[src/rtl/core/pimc_pkg.sv]
// Shared types and constants for the press interval converter.
package pimc_pkg;

  localparam int unsigned COLUMNS_DEF    = 4;
  localparam int unsigned TIME_WIDTH_DEF = 32;
  localparam int unsigned CFG_W          = 20;
  localparam int unsigned MS_W           = 32;
  localparam int unsigned MULT_W         = 30;   // 1000 * 20-bit den
  localparam int unsigned PROD_W         = 62;   // 32-bit frames * 30-bit mult
  localparam int unsigned TOT_W          = 63;
  localparam logic [9:0]  MS_PER_S       = 10'd1000;

  localparam logic [CFG_W-1:0] NUM_RST = 20'd60;
  localparam logic [CFG_W-1:0] DEN_RST = 20'd1;

  typedef enum logic [1:0] {
    KIND_START = 2'd0,
    KIND_PAIR  = 2'd1,
    KIND_EMPTY = 2'd2
  } kind_t;

  typedef enum logic {
    REG_NUM = 1'b0,
    REG_DEN = 1'b1
  } reg_idx_t;

  typedef enum logic [1:0] {
    ST_IDLE,
    ST_DIV,
    ST_EMIT
  } state_t;

  typedef enum logic [1:0] {
    PH_IDLE,
    PH_MUL,
    PH_ADD,
    PH_DIV
  } div_phase_t;

  // Per-lane request into the shared divider
  typedef struct packed {
    logic             act;     // lane wants a conversion
    logic [MS_W-1:0]  frames;
    logic [CFG_W-1:0] carry;
  } div_req_t;

endpackage

[src/rtl/core/pimc_divider.sv]
// Sequential restoring divider: (frames*mult + carry) / num (num of 0 taken as 1), saturated to 32 bits.
module pimc_divider
  import pimc_pkg::*;
(
  input  logic             clk,
  input  logic             rst_n,
  input  logic             start,
  input  logic [MS_W-1:0]  frames,
  input  logic [CFG_W-1:0] carry_in,
  input  logic [CFG_W-1:0] num,
  input  logic [CFG_W-1:0] den,
  output logic             done,
  output logic [MS_W-1:0]  quot,
  output logic [CFG_W-1:0] rem
);

  div_phase_t        phase_r, phase_nxt;
  logic [MULT_W-1:0] mult_r;
  logic [TOT_W-1:0]  tot_r;
  logic [TOT_W-1:0]  q_r;
  logic [CFG_W:0]    rm_r;
  logic [CFG_W-1:0]  div_r;
  logic [CFG_W-1:0]  carry_r;
  logic [MS_W-1:0]   fr_r;
  logic [5:0]        cnt_r;
  logic [PROD_W-1:0] prod_r;
  logic [CFG_W:0]    trial;
  logic [CFG_W:0]    shifted;

  assign shifted = {rm_r[CFG_W-1:0], tot_r[TOT_W-1]};
  assign trial   = shifted - {1'b0, div_r};

  always_comb begin
    phase_nxt = phase_r;
    case (phase_r)
      PH_IDLE: if (start) phase_nxt = PH_MUL;
      PH_MUL:  phase_nxt = PH_ADD;
      PH_ADD:  phase_nxt = PH_DIV;
      PH_DIV:  if (cnt_r == 6'd0) phase_nxt = PH_IDLE;
      default: phase_nxt = PH_IDLE;
    endcase
  end

  always_ff @(posedge clk) begin
    if (!rst_n) begin
      phase_r <= PH_IDLE;
      done    <= 1'b0;
    end else begin
      phase_r <= phase_nxt;
      done    <= (phase_r == PH_DIV) && (cnt_r == 6'd0);
    end
    case (phase_r)
      PH_IDLE: begin
        fr_r    <= frames;
        carry_r <= carry_in;
        mult_r  <= MULT_W'(MS_PER_S) * MULT_W'(den);
        div_r   <= (num == '0) ? CFG_W'(1) : num;
      end
      PH_MUL: prod_r <= PROD_W'(fr_r) * PROD_W'(mult_r);
      PH_ADD: begin
        tot_r <= TOT_W'(prod_r) + TOT_W'(carry_r);
        rm_r  <= '0;
        q_r   <= '0;
        cnt_r <= 6'(TOT_W - 1);
      end
      default: begin
        tot_r <= {tot_r[TOT_W-2:0], 1'b0};
        if (!trial[CFG_W]) begin
          rm_r <= trial;
          q_r  <= {q_r[TOT_W-2:0], 1'b1};
        end else begin
          rm_r <= shifted;
          q_r  <= {q_r[TOT_W-2:0], 1'b0};
        end
        if (cnt_r != 6'd0) cnt_r <= cnt_r - 6'd1;
      end
    endcase
  end

  assign quot = (q_r[TOT_W-1:MS_W] != '0) ? {MS_W{1'b1}} : q_r[MS_W-1:0];
  assign rem  = rm_r[CFG_W-1:0];

endmodule

[config.mk]
export PLATFORM = sky130hd
export DESIGN_NAME = pimc_divider
export DESIGN_NICKNAME = d
export VERILOG_FILES = /design/src/rtl/core/pimc_pkg.sv /design/src/rtl/core/pimc_divider.sv
export SDC_FILE = /design/constraint.sdc
export NUM_CORES = 2
export LEC_CHECK = 0
export ABC_AREA = 1
export ABC_CLOCK_PERIOD_IN_PS = 10300
export BUFFER_PORTS_ARGS = -buffer_cell sky130_fd_sc_hd__buf_4
export CORE_MARGIN = 3
export CORE_UTILIZATION = 60
export DETAILED_ROUTE_END_ITERATION = 12
export GPL_TIMING_DRIVEN = 0
export PLACE_DENSITY = 0.86
export SYNTH_ARGS = -nofsm -noshare
export SYNTH_HDL_FRONTEND = slang
export SYNTH_SLANG_ARGS = --single-unit
[constraint.sdc]
create_clock -name clk -period 10.3 [get_ports clk]
set_input_delay 2.06 -clock clk [delete_from_list [all_inputs] [get_ports clk]]
set_output_delay 2.06 -clock clk [all_outputs]
set_load 0.03 [all_outputs]
# Word-level counts from Yosys, hierarchy flattened
# Index checks and enable logic that the tools add are counted.
dict set report word_totals {
  regBits 313
  in_bits 95
  output_inout_bits 53
  word_cells 43
}
dict set report op_classes {
  add_sub_neg 3
  mul 2
  n_eq_ne 5
  n_mux 11
  bitwise 1
  reduce_logical 10
}
# operator n
set op_table {}
lappend op_table {{$pmux W63 S2} 2}
lappend op_table {{$add A62 B20 Y63} 1}
lappend op_table {{$mul A32 B27 Y59} 1}
lappend op_table {{$pmux W20 S2} 1}
lappend op_table {{$mux W32} 1}
lappend op_table {{$reduce_bool A31 Y1} 1}
lappend op_table {{$mul A7 B20 Y27 const A} 1}
lappend op_table {{$sub A21 B20 Y21} 1}
lappend op_table {{$logic_not A20 Y1} 1}
lappend op_table {{$mux W20} 1}
lappend op_table {{$pmux W6 S2} 1}
lappend op_table {{$pmux W2 S4} 1}
lappend op_table {{$logic_not A6 Y1} 1}
lappend op_table {{$mux W6} 1}
lappend op_table {{$reduce_bool A6 Y1} 1}
lappend op_table {{$sub A6 B1 Y6 const B} 1}
lappend op_table {{$eq A2 B2 Y1 const B} 2}
lappend op_table {{$mux W2} 2}
lappend op_table {{$ne A2 B2 Y1 const B} 2}
lappend op_table {{$reduce_and A2 Y1} 2}
lappend op_table {{$eq A2 B1 Y1 const B} 1}
lappend op_table {{$logic_not A2 Y1} 1}
lappend op_table {{$reduce_bool A2 Y1} 1}
lappend op_table {{$reduce_or A2 Y1} 1}
lappend op_table {{other kinds (3)} 3}

# Logic depth before layout (Yosys ltp)
dict set report depth {
  word_depth 4
  mapped_depth 30
}

# Worst setup path before layout
# OpenSTA, ideal clock, no wires.
dict set report synth_timing {
  path_type {flip-flop to flip-flop}
  from {register phase_r[0]}
  to {register cnt_r[0] (enable)}
  setup_time_ps 323
  arrival_ps 9011
  required_time_ps 9977
  path_slack_ps 966
  path_stages_with_launch 5
  n_path_buf 0
  cell_sequence {dfxtp_1 > inv_1 > ha_1 > nor2_1 > o21a_1}
}
dict set report synth_via {
  elab_chain_cells 4
  word_cells_on_any_way 7
}
# item line
set synth_lines {}
lappend synth_lines {{from (decl)} pimc_divider.sv:17} ;# div_phase_t phase_r, phase_nxt;
lappend synth_lines {{from (signal assigned)} pimc_divider.sv:49} ;# phase_r <= phase_nxt;
lappend synth_lines {{$eq A2 B1 Y1 / $logic_not A2 Y1 (equally long branches)} pimc_divider.sv:52} ;# case (phase_r)
lappend synth_lines {{$reduce_or A2 Y1 (no source line)} -}
lappend synth_lines {{$not A1 Y1 (no source line)} -}
lappend synth_lines {{$reduce_and A2 Y1 (no source line) *} -}
lappend synth_lines {{to (signal assigned)} pimc_divider.sv:64} ;# cnt_r <= 6'(TOT_W - 1);
lappend synth_lines {{to (signal assigned)} pimc_divider.sv:75} ;# if (cnt_r != 6'd0) cnt_r <= cnt_r - 6'd1;
lappend synth_lines {{to (decl)} pimc_divider.sv:25} ;# logic [5:0] cnt_r;
# Every way passes the cells marked *; elsewhere a longest branch is shown, timed or not.
# A chain may end at the register's enable or synchronous reset.

# Worst setup path after layout
dict set report layout_timing {
  from {register fr_r[19]}
  to {register prod_r[60] (data pin)}
}
dict set report layout_via {
  elab_chain_cells 1
}
# item line
set layout_lines {}
lappend layout_lines {{from (decl)} pimc_divider.sv:24} ;# logic [MS_W-1:0] fr_r;
lappend layout_lines {{from (signal assigned)} pimc_divider.sv:54} ;# fr_r <= frames;
lappend layout_lines {{$mul A32 B27 Y59} pimc_divider.sv:59} ;# PH_MUL: prod_r <= PROD_W'(fr_r) * PROD_W'(mult_r);
lappend layout_lines {{to (signal assigned)} pimc_divider.sv:59}
lappend layout_lines {{to (decl)} pimc_divider.sv:26} ;# logic [PROD_W-1:0] prod_r;
# No other way between the ends.

==> impl_metrics.yaml <==
synthesis:
  async_flop_share_pct: 0
  synth.most_common_cell: "nand2_1"
  ys_top_cells_by_count: "nand2_1 (1,859), inv_1 (1,726), fa_1 (821), nor2_1 (316), edfxtp_1 (310)"
  postSynthAreaPerCell_um2: 7.887
  syn-cell-area_um2: 48780
  ys_ff_latch: 313
  synth_edf_count: 310
  ys_types: 44
  ys_seq_area_share_pct: 19.21
  ys.flop_type: "edfxtp_1"
  syn_inst: 6184
  synth_nets: 7402
  synth_top_area_share_pct: 33.70
  synth_top_area_cell: "fa_1"
  ys_top_cells_by_area: "fa_1 (34%), edfxtp_1 (19%), nand2_1 (14%)"
  yosys_warnings: 0
place:
  io_buffers: 147
  place_congestion: 1.054
  place_area_um2: 51340
  hpwl_um: 126000
  dp_cells: 7387
clocking:
  numCtsBuffers: 36
  post_cts_resized: 0
  cts_max_level: 2
  hold_buffers: 0
  cts.clk_slew.worst_paths_ns: 0.06
  tritoncts: "built"
  clk_latency_ns: 0.60
  clockBufferDepth: 3
  clkSinkCount: 313
  cts_root_buf: "clkbuf_16"
  postCtsSetupRepairBufs: 0
routing:
  drc: 0
  finalWirelength_um: 152400
  dr.first_iter.drc_count: 3474
  via_count: 40259
  wl_per_cell_um: 20.45
  ant_nets: 0
  first_pass_iters: 7
  viasPerCell: 5.403
cells_and_area:
  area_delta_synth_final_pct: 7.842
  layout-drive-gt1-share_pct: 3.828
  fin_nets: 7593
  fillCellCount: 6783
  stdcell_count: 7451
  fin_area_um2: 52600
setup_path:
  crit_fanout: 10
  crit_required_ns: 10.63
  critical-path-top-delay-family: "adder cells"
  cp_common_cell: "fa_1"
  endpoint_kind: "flip-flop"
  critPathArrivalTime_ns: 8.23
  critPathSlowestCell: "clkbuf_1"
  crit_type: "reg -> reg"
  cp_num_buf_inv: 8
  cp-start-kind: "flip-flop"
  slowest_delay_ns: 0.81
global_routing:
  grt_max_degree: 64
  grt_pass1_wl_um: 234600
  grt_pass1_vias: 41402
  antenna_found_initial: 1
  grt_overflow_total: 0
  grtUsageTotal_pct: 36.48
floorplanning:
  start_util_pct: 61.14
  io_pins: 148
  core-area_um2: 79770
  die_height_um: 291.1
  dieArea_um2: 84750
  die_w_um: 291.1
  row_count: 103
sta:
  hold_viol: 0
  fin_crit_ns: 7.909
  max_freq_mhz: 126.4
  min_period_over_period_pct: 76.79
  finalSetupViolations: 0
  max_slew_margin_pct: 18.38
  grt_setup_unrepaired: "no"
  finClkSkew_ns: 0.04009
  slew_viol_final: 0
  tightest_slew_ns: 1.224
flow_run:
  cap_viol_max_count: 0
min_path:
  hp-class: "reg -> reg"
outcome:
  status: "completed"
## placed cells by master, fill, tap and decap left out, types with 19 or more instances in the layout
cell type / synthesis / final
nand3_1: 174 / 174
clkbuf_16: 0 / 36
nand3b_1: 19 / 19
buf_4: 0 / 147
o21ai_0: 54 / 54
xnor2_1: 27 / 27
nand4_1: 50 / 50
ha_1: 302 / 300
nand2_1: 1859 / 1859
inv_1: 1726 / 1726
clkbuf_1: 219 / 224
nor3_1: 38 / 38
xor2_1: 59 / 59
a21oi_1: 109 / 109
fa_1: 821 / 821
nor2_1: 316 / 315
edfxtp_1: 310 / 310
## state kept, by name, indices dropped and copies added, names as in the netlist
name	flops
q_r	63
tot_r	63
prod_r	59
fr_r	32
mult_r	27
carry_r	20
div_r	20
rm_r	20
cnt_r	6
phase_r	2
done	1
## path summary, 6_finish.rpt
kind	slack, ns	depth (start not counted)	start	endpoint
min	0.52	2	tot_r[60]$_DFFE_PP_	tot_r[61]$_DFFE_PP_
min reg2reg	0.52	2	tot_r[60]$_DFFE_PP_	tot_r[61]$_DFFE_PP_
max reg2reg	2.39	25	fr_r[19]$_DFFE_PP_	prod_r[60]$_DFFE_PP_
max	2.39	25	fr_r[19]$_DFFE_PP_	prod_r[60]$_DFFE_PP_
## layout make-up
class                   count  area, um^2  area share (%)
multi-input cells        3906       32030           60.88
diodes                      1       2.502        0.004757
plain buffers             226       875.8           1.665
repair buffers            153        1231           2.341
clock inverters            22       335.3          0.6375
flip-flops and latches    313        9369           17.81
inverters                1739        6528           12.41
clock buffers              41       919.6           1.748
well taps                1050        1314           2.498
## worst reg2reg max path, cell delays in order, from the launching register on
cell and delay, ns:
edfxtp_1 0.31, clkbuf_1 0.56, clkbuf_1 0.81, nand2_1 0.29, fa_1 0.59, inv_1 0.05, fa_1 0.55, inv_1 0.07
fa_1 0.50, fa_1 0.56, inv_1 0.08, fa_1 0.50, fa_1 0.49, inv_1 0.05, fa_1 0.52, inv_1 0.05
ha_1 0.41, nand2_1 0.12, nor2_1 0.23, nand2_1 0.08, clkinv_1 0.12, nand4_1 0.10, nand3_1 0.27, nand2_1 0.14
nand3_1 0.10, nand2_1 0.10
## logic make-up after synthesis
logic type / after synthesis / share of synthesized area [%]
DFF: 313 / 19.21
muxes: 1 / 0.02052
adders and majority gates: 1123 / 41.44
AOI/OAI and AO/OA: 204 / 2.237
xor gates and xnor gates: 86 / 1.544
and+or+nand+nor: 2492 / 20.37
buffers and inverters: 1965 / 15.18
## per-stage QoR
stage / utilization (%) / setup TNS [ns] / hold slack, ns / worst slack (ns)
2_1_floorplan: - / 0 / 0.4814 / 0.9665
3_3_place_gp: 64.17 / -828.23 / 0.5032 / -5.503
3_5_place_dp: 64.36 / 0 / 0.5044 / 2.601
4_1_cts: 65.93 / 0 / 0.5197 / 2.585
5_1_grt: 65.93 / 0 / 0.5464 / 2.173
6_report: 65.94 / 0 / 0.5189 / 2.391
## metal layers
metal	wire [um]	global-route usage [%]	share of wire (%)	up-vias
li1	-	-	-	18277
met1	55070	44.50	36	19284
met2	69540	59.42	46	2123
met3	15740	8.309	10	575
met4	12050	21.77	7.9	0
met5	0	0	0	-
Power is not shown: default switching activity piles up to over one toggle a cycle in this logic, so the estimate is an artifact.
