===== config.mk =====
export PLATFORM = sky130hd
export DESIGN_NAME = pimc_lane
export DESIGN_NICKNAME = d
export VERILOG_FILES = /design/src/rtl/core/pimc_pkg.sv /design/src/rtl/core/pimc_lane.sv
export SDC_FILE = /design/constraint.sdc
export NUM_CORES = 1
export LEC_CHECK = 0
export ABC_AREA = 0
export BUFFER_PORTS_ARGS = -buffer_cell sky130_fd_sc_hd__buf_2
export CAP_MARGIN = 40
export CORE_AREA = 3 3 150 152
export CTS_CLUSTER_SIZE = 12
export DETAILED_ROUTE_END_ITERATION = 7
export DIE_AREA = 0 0 153 155
export PLACE_DENSITY = 0.74
export SYNTH_ARGS = -nofsm -noshare
export SYNTH_HDL_FRONTEND = slang
export SYNTH_SLANG_ARGS = --single-unit

===== constraint.sdc =====
create_clock -name clk -period 10.63 [get_ports clk]
set_input_delay 0.5315 -clock clk [delete_from_list [all_inputs] [get_ports clk]]
set_output_delay 0.5315 -clock clk [all_outputs]
set_load 0.01 [all_outputs]

===== src/rtl/core/pimc_pkg.sv =====
// Shared types and constants for the press interval converter.
package pimc_pkg;

  localparam int unsigned COLUMNS_DEF    = 4;
  localparam int unsigned TIME_WIDTH_DEF = 32;
  localparam int unsigned CFG_W          = 20;
  localparam int unsigned MS_W           = 32;
  localparam int unsigned MULT_W         = 30;   // 1000 * 20-bit den
  localparam int unsigned PROD_W         = 62;   // 32-bit frames * 30-bit mult
  localparam int unsigned TOT_W          = 63;
  localparam logic [9:0]  MS_PER_S       = 10'd1000;

  localparam logic [CFG_W-1:0] NUM_RST = 20'd60;
  localparam logic [CFG_W-1:0] DEN_RST = 20'd1;

  typedef enum logic [1:0] {
    KIND_START = 2'd0,
    KIND_PAIR  = 2'd1,
    KIND_EMPTY = 2'd2
  } kind_t;

  typedef enum logic {
    REG_NUM = 1'b0,
    REG_DEN = 1'b1
  } reg_idx_t;

  typedef enum logic [1:0] {
    ST_IDLE,
    ST_DIV,
    ST_EMIT
  } state_t;

  typedef enum logic [1:0] {
    PH_IDLE,
    PH_MUL,
    PH_ADD,
    PH_DIV
  } div_phase_t;

  // Per-lane request into the shared divider
  typedef struct packed {
    logic             act;     // lane wants a conversion
    logic [MS_W-1:0]  frames;
    logic [CFG_W-1:0] carry;
  } div_req_t;

endpackage


===== src/rtl/core/pimc_lane.sv =====
// One column lane: edge detection, per-column state and request building.
module pimc_lane
  import pimc_pkg::*;
#(
  parameter int unsigned TIME_WIDTH = TIME_WIDTH_DEF
)
(
  input  logic                  clk,
  input  logic                  rst_n,
  input  logic                  capture,    // item taken: latch edge decision
  input  logic                  is_end,
  input  logic                  held,
  input  logic [TIME_WIDTH-1:0] now,
  input  logic [TIME_WIDTH-1:0] earliest,   // earliest start, already updated
  input  logic                  commit,     // divider result for this lane ready
  input  logic [MS_W-1:0]       quot,
  input  logic [CFG_W-1:0]      rem,
  input  logic                  clear,      // end of stream finished
  output div_req_t              req,
  output logic                  emits,
  output kind_t                 kind,
  output logic [MS_W-1:0]       hold_ms,
  output logic [MS_W-1:0]       gap_ms
);

  logic                  pressed_r, has_seg_r;
  logic [TIME_WIDTH-1:0] start_r, rel_r;
  logic [MS_W-1:0]       pend_r;
  logic [CFG_W-1:0]      carry_r;
  // decision latched at capture
  logic                  op_press_r, op_rel_r, op_end_r, first_r;
  logic [MS_W-1:0]       res_r;

  logic [TIME_WIDTH-1:0] diff;

  always_comb begin
    diff = '0;
    if (op_end_r || op_rel_r) diff = now - start_r;
    else if (first_r)         diff = now - earliest;
    else                      diff = now - rel_r;
  end

  assign req.act    = (op_press_r) || op_rel_r || (op_end_r && pressed_r);
  assign req.frames = MS_W'(diff);
  assign req.carry  = (op_press_r && first_r) ? '0 : carry_r;

  always_ff @(posedge clk) begin
    if (!rst_n) begin
      pressed_r  <= 1'b0;
      has_seg_r  <= 1'b0;
      start_r    <= '0;
      rel_r      <= '0;
      pend_r     <= '0;
      carry_r    <= '0;
      op_press_r <= 1'b0;
      op_rel_r   <= 1'b0;
      op_end_r   <= 1'b0;
      first_r    <= 1'b0;
    end else if (capture) begin
      op_end_r   <= is_end;
      op_press_r <= !is_end && held && !pressed_r;
      op_rel_r   <= !is_end && !held && pressed_r;
      first_r    <= !has_seg_r;
    end else if (clear) begin
      pressed_r <= 1'b0;
      has_seg_r <= 1'b0;
      start_r   <= '0;
      rel_r     <= '0;
      pend_r    <= '0;
      carry_r   <= '0;
      op_end_r  <= 1'b0;
    end else if (commit) begin
      res_r <= quot;
      if (op_press_r) begin
        if (!first_r) carry_r <= rem;
        has_seg_r <= 1'b1;
        pressed_r <= 1'b1;
        start_r   <= now;
      end else if (op_rel_r) begin
        pend_r    <= quot;
        carry_r   <= rem;
        rel_r     <= now;
        pressed_r <= 1'b0;
        start_r   <= '0;
      end
    end
  end

  // Output view valid after all commits of the item
  always_comb begin
    emits   = 1'b0;
    kind    = KIND_PAIR;
    hold_ms = '0;
    gap_ms  = '0;
    if (op_end_r) begin
      emits = 1'b1;
      if (pressed_r)      hold_ms = res_r;
      else if (has_seg_r) hold_ms = pend_r;
      else                kind    = KIND_EMPTY;
    end else if (op_press_r) begin
      emits = 1'b1;
      if (first_r) begin
        kind    = KIND_START;
        hold_ms = res_r;
      end else begin
        hold_ms = pend_r;
        gap_ms  = res_r;
      end
    end
  end

endmodule


### Word level (Yosys, flattened, before mapping)

Cells that the tools add are included.

| storage, ports and cells | value |
|---|---|
| bits in registers | 154 |
| bits of input ports | 123 |
| word-level logic and storage cells | 85 |
| output and inout bits | 120 |

| cells by class | value |
|---|---|
| bitwise gates (word level) | 2 |
| add/sub/neg operators | 3 |
| mux-type cells | 44 |
| reductions and logical operators | 23 |
| equality and inequality tests | 2 |

Operators by type and width:

| cell | count |
|---|---|
| 2-to-1 mux 32 bit | 22 |
| 2-to-1 mux 20 bit | 6 |
| subtractor 32 bit | 3 |
| 2-to-1 mux 1 bit | 13 |
| AND reduction 4 bit | 3 |
| nonzero test 2 bit | 4 |
| logical AND 1 bit | 6 |
| 2-to-1 mux 2 bit | 3 |
| AND reduction 3 bit | 2 |
| logical NOT 1 bit | 4 |
| logical OR 1 bit | 3 |
| inequality test 3 bit, second input constant | 1 |
| nonzero test 3 bit | 1 |
| inequality test 2 bit, second input constant | 1 |
| NOT 1 bit | 2 |

### Depth between registers and ports, before layout

| depth | value |
|---|---|
| word-level depth | 4 |
| mapped depth | 13 |
| mapped depth without buffers | 11 |

### Worst setup path after synthesis

OpenSTA, ideal clock, no wires.

| timing | value |
|---|---|
| kind | input-to-reg |
| from | in clear |
| to | reg res_r[0] (enable) |
| stages on the path | 3 |
| arrival time | 4.050 ns |
| path slack | 6.077 ns |
| buffers on the path | 2 |
| data required time | 10.127 ns |
| setup time | 0.503 ns |
| cells stage by stage | clkbuf_1 clkbuf_1 nor4bb_1 |

| between the ends | value |
|---|---|
| longest elaborated chain between the ends | 2 |

Ends and longest elaborated chain:

| element | RTL line | source |
|---|---|---|
| start: declaration | pimc_lane.sv:18 | `input logic clear,` |
| NOT 1 bit (no line) | -- |  |
| AND reduction 4 bit (no line) | -- |  |
| end signal: assignment | pimc_lane.sv:73 | `res_r <= quot;` |
| end: declaration | pimc_lane.sv:32 | `logic [MS_W-1:0] res_r;` |

No other way between the ends.
A chain may end at the register's enable or synchronous reset.

==> load_flow_metrics.sql <==
INSERT INTO impl_metrics (metric_group, metric, value, unit) VALUES
('die', 'fp.dieArea', '23700', 'sq um'),
('setup_path', 'crit_path_top_delay_cell', 'sky130_fd_sc_hd__nor2_8', ''),
('yosys', 'synth.yosys.warnings', '0', ''),
('setup_path', 'critical_path_required', '10.10', 'ns'),
('timing', 'fin_worst_skew', '0.0105', 'ns'),
('global_routing', 'grt.total_usage', '21.7', '%'),
('yosys', 'synth-main-ff-cell', 'sky130_fd_sc_hd__dfxtp_1', ''),
('timing', 'timing.hold.ws', '0.305', 'ns'),
('global_routing', 'grt.overflow.total', '0', ''),
('die', 'std_cell_rows', '53', ''),
('job', 'drv_cap', '0', ''),
('clocking', 'clock_tree.buffer_depth', '2', ''),
('setup_path', 'critical_path.max_fanout', '63', ''),
('clocking', 'clock_root_buffer', 'sky130_fd_sc_hd__clkbuf_16', ''),
('setup_path', 'setup.worst_path.end_class', 'primary output', ''),
('worst_hold_path', 'hold_path.class', 'primary input to register', ''),
('route', 'routed_wirelength', '26800', 'um'),
('yosys', 'yosysMostFrequentCell', 'sky130_fd_sc_hd__nand2_1', ''),
('route', 'drc', '0', ''),
('place', 'postPlaceCellArea', '10500', 'sq um'),
('yosys', 'post_synth_inst_count', '1049', ''),
('die', 'die_x', '153', 'um'),
('clocking', 'cts_post_setup_buffers_inserted', '0', ''),
('setup_path', 'cpLargestDelayFamily', 'compound AO/OA/AOI/OAI gates', ''),
('global_routing', 'number_of_antenna_violations_at_the_first_check_in_global_routing', '0', ''),
('place', 'portBuffers', '242', ''),
('setup_path', 'reg2reg_setup_slack', '8.32', 'ns'),
('worst_hold_path', 'min-delay-start', 'quot[22]', ''),
('place', 'place_inst', '1498', ''),
('status', 'outcome', 'complete, no violations', ''),
('yosys', 'async_flop_share', '0', '%'),
('yosys', 'netlist_area', '9130', 'sq um'),
('yosys', 'seq_area_frac_synth', '37.3', '%'),
('timing', 'setup_viol', '0', ''),
('die', 'core-area', '21200', 'sq um'),
('yosys', 'ys_top_cells_by_count', '139 x sky130_fd_sc_hd__nand2_1, 122 x sky130_fd_sc_hd__dfxtp_1, 86 x sky130_fd_sc_hd__a21boi_0', ''),
('timing', 'timing_hold_violations_final', '0', ''),
('die', 'floorplan.initialDensity', '43.1', '%'),
('setup_path', 'startpoint_type_of_the_worst_setup_path', 'register', ''),
('route', 'drt-wirelength-per-cell', '17.5', 'um'),
('pwr', 'swShare', '30.0', '%'),
('global_routing', 'grt_pass1_vias', '8227', ''),
('pwr', 'cellLeakagePower', '4.63', 'nW'),
('clocking', 'hold_buffers', '0', ''),
('clocking', 'post_cts_resize_count', '0', ''),
('timing', 'clock.fmax', '0.223', 'GHz'),
('worst_hold_path', 'min_path_cells', '1', ''),
('clocking', 'cts.reportedPaths.clkPinSlew', '0.06', 'ns'),
('setup_path', 'worstSetupPathDepth', '11', ''),
('yosys', 'postSynthAreaPerCell', '8.70', 'sq um'),
('cells_and_area', 'syn2layout_area_growth', '21.4', '%'),
('pwr', 'power_switching', '0.473', 'mW'),
('setup_path', 'worst_r2r_startpoint', 'op_press_r$_SDFFE_PN0P_', ''),
('cells_and_area', 'stdcell_count', '1530', ''),
('clocking', 'cts-buffers-inserted', '17', ''),
('setup_path', 'timing.critical_path.cells', 'nor2_8 -> nor2_1 -> a21o_1 -> ha_1 -> nor2b_1 -> o2111a_1 -> o21ai_0 -> a21oi_1 -> a221o_1 -> a211oi_1 -> buf_2', ''),
('global_routing', 'maximum_number_of_pins_on_one_net_before_global_route_repair', '92', ''),
('setup_path', 'worstSetupPathType', 'register to primary output', ''),
('setup_path', 'r2r_cells', '6', ''),
('timing', 'min_period', '4.48', 'ns'),
('setup_path', 'cp_slowest_stage_delay', '0.65', 'ns'),
('pwr', 'maximum_ir_drop_on_the_vdd_rail', '0.0000975', 'V'),
('pwr', 'combPwrFrac', '24.7', '%'),
('cells_and_area', 'final_nets', '1400', ''),
('pwr', 'p_per_area', '143', 'nW/um^2'),
('timing', 'setup_total_negative_slack', '0', 'ns'),
('route', 'drt.antenna.violating_nets', '0', ''),
('yosys', 'yosys.cell_types.count', '61', ''),
('clocking', 'number_of_levels_in_the_clock_h_tree', '4', ''),
('timing', 'slew_viol_final', '0', ''),
('route', 'average_vias_per_placed_instance', '5.54', '');
[metal layers]
| layer | share of wire, % | up-vias | GRT usage [%] | routed length (um) |
|---|---|---|---|---|
| met3 | 5.4 | 25 | 4.28 | 1450 |
| li1 | - | 4125 | - | - |
| met5 | 0 | - | 0 | 0 |
| met2 | 49 | 258 | 37.1 | 13000 |
| met4 | 1.2 | 0 | 4.79 | 323 |
| met1 | 45 | 4070 | 28.8 | 12000 |
[logic make-up (layout without fill, tap and decap cells)]
| family | Yosys count | after routing | synth area share (%) |
|---|---|---|---|
| compound gates | 295 | 295 | 22.8 |
| buf+inv | 98 | 304 | 4.18 |
| flops | 154 | 154 | 37.3 |
| mux | 35 | 35 | 3.91 |
| simple gates | 408 | 408 | 24.6 |
| xor+xnor | 24 | 24 | 2.30 |
| fa+ha+maj | 35 | 35 | 4.88 |
[worst reg2reg max path, stage by stage, from the launching register on]
cell,delay (ns)
sky130_fd_sc_hd__dfxtp_1,0.37
sky130_fd_sc_hd__inv_1,0.12
sky130_fd_sc_hd__a31oi_1,0.36
sky130_fd_sc_hd__or2_2,0.51
sky130_fd_sc_hd__buf_4,0.55
sky130_fd_sc_hd__nand2_1,0.11
sky130_fd_sc_hd__a21boi_0,0.20
[placed cells by master, fill, tap and decap left out, drive strengths merged, types with 32 or more instances in the layout]
master,netlist,final
a22oi,32,32
mux2i,33,33
nor2b,41,41
a21boi,88,88
nand2,139,139
a22o,32,32
ha,34,34
nand3b,83,83
nor2,32,32
edfxtp,32,32
dfxtp,122,122
and2,59,59
buf,12,254
a21oi,36,36
o21ai,49,49
[metrics by stage]
stage	setup slack, ns	total power [mW]	util [%]
3_3_place_gp	6.68	1.01	49.6
3_5_place_dp	6.65	1.02	49.7
5_1_grt	5.90	1.66	52.4
2_1_floorplan	6.08	0.882	-
4_1_cts	6.18	1.59	52.4
6_report	6.15	1.58	52.4
[power by group through the flow]
| stage | clock network (mW) | registers [mW] | logic, mW |
|---|---|---|---|
| floorplan | 0 | 0.629 | 0.253 |
| finish | 0.570 | 0.619 | 0.389 |
| CTS | 0.584 | 0.619 | 0.388 |
| detailed placement | 0 | 0.632 | 0.386 |
| global route | 0.612 | 0.621 | 0.428 |
| global placement | 0 | 0.631 | 0.383 |
[registers in the layout, indices dropped and copies added (netlist names)]
| register | cells |
|---|---|
| op_press_r | 1 |
| op_rel_r | 1 |
| res_r | 32 |
| first_r | 1 |
| carry_r | 20 |
| pend_r | 32 |
| pressed_r | 1 |
| op_end_r | 1 |
| start_r | 32 |
| rel_r | 32 |
| has_seg_r | 1 |
[area by class of cell]
type,count,area (sq um)
tap,275,344
multi-input combinational,797,5390
fill,1958,10100
clock inverter,12,98.8
sequential,154,3400
timing repair buffer,254,1320
inverter,18,67.6
clock buffer,20,457
[worst max path at each step]
stage / startpoint / end / slack [ns]
3_5_place_dp: op_end_r$_SDFFE_PN0N_ / req[51] / 6.65
3_3_place_gp: op_end_r$_SDFFE_PN0N_ / req[51] / 6.68
2_1_floorplan: clear / res_r[0]$_DFFE_PP_ / 6.08
6_report: op_end_r$_SDFFE_PN0N_ / req[51] / 6.15
4_1_cts: op_end_r$_SDFFE_PN0N_ / req[51] / 6.18
5_1_grt: op_end_r$_SDFFE_PN0N_ / req[49] / 5.90
(Power assumes the default switching activity.)
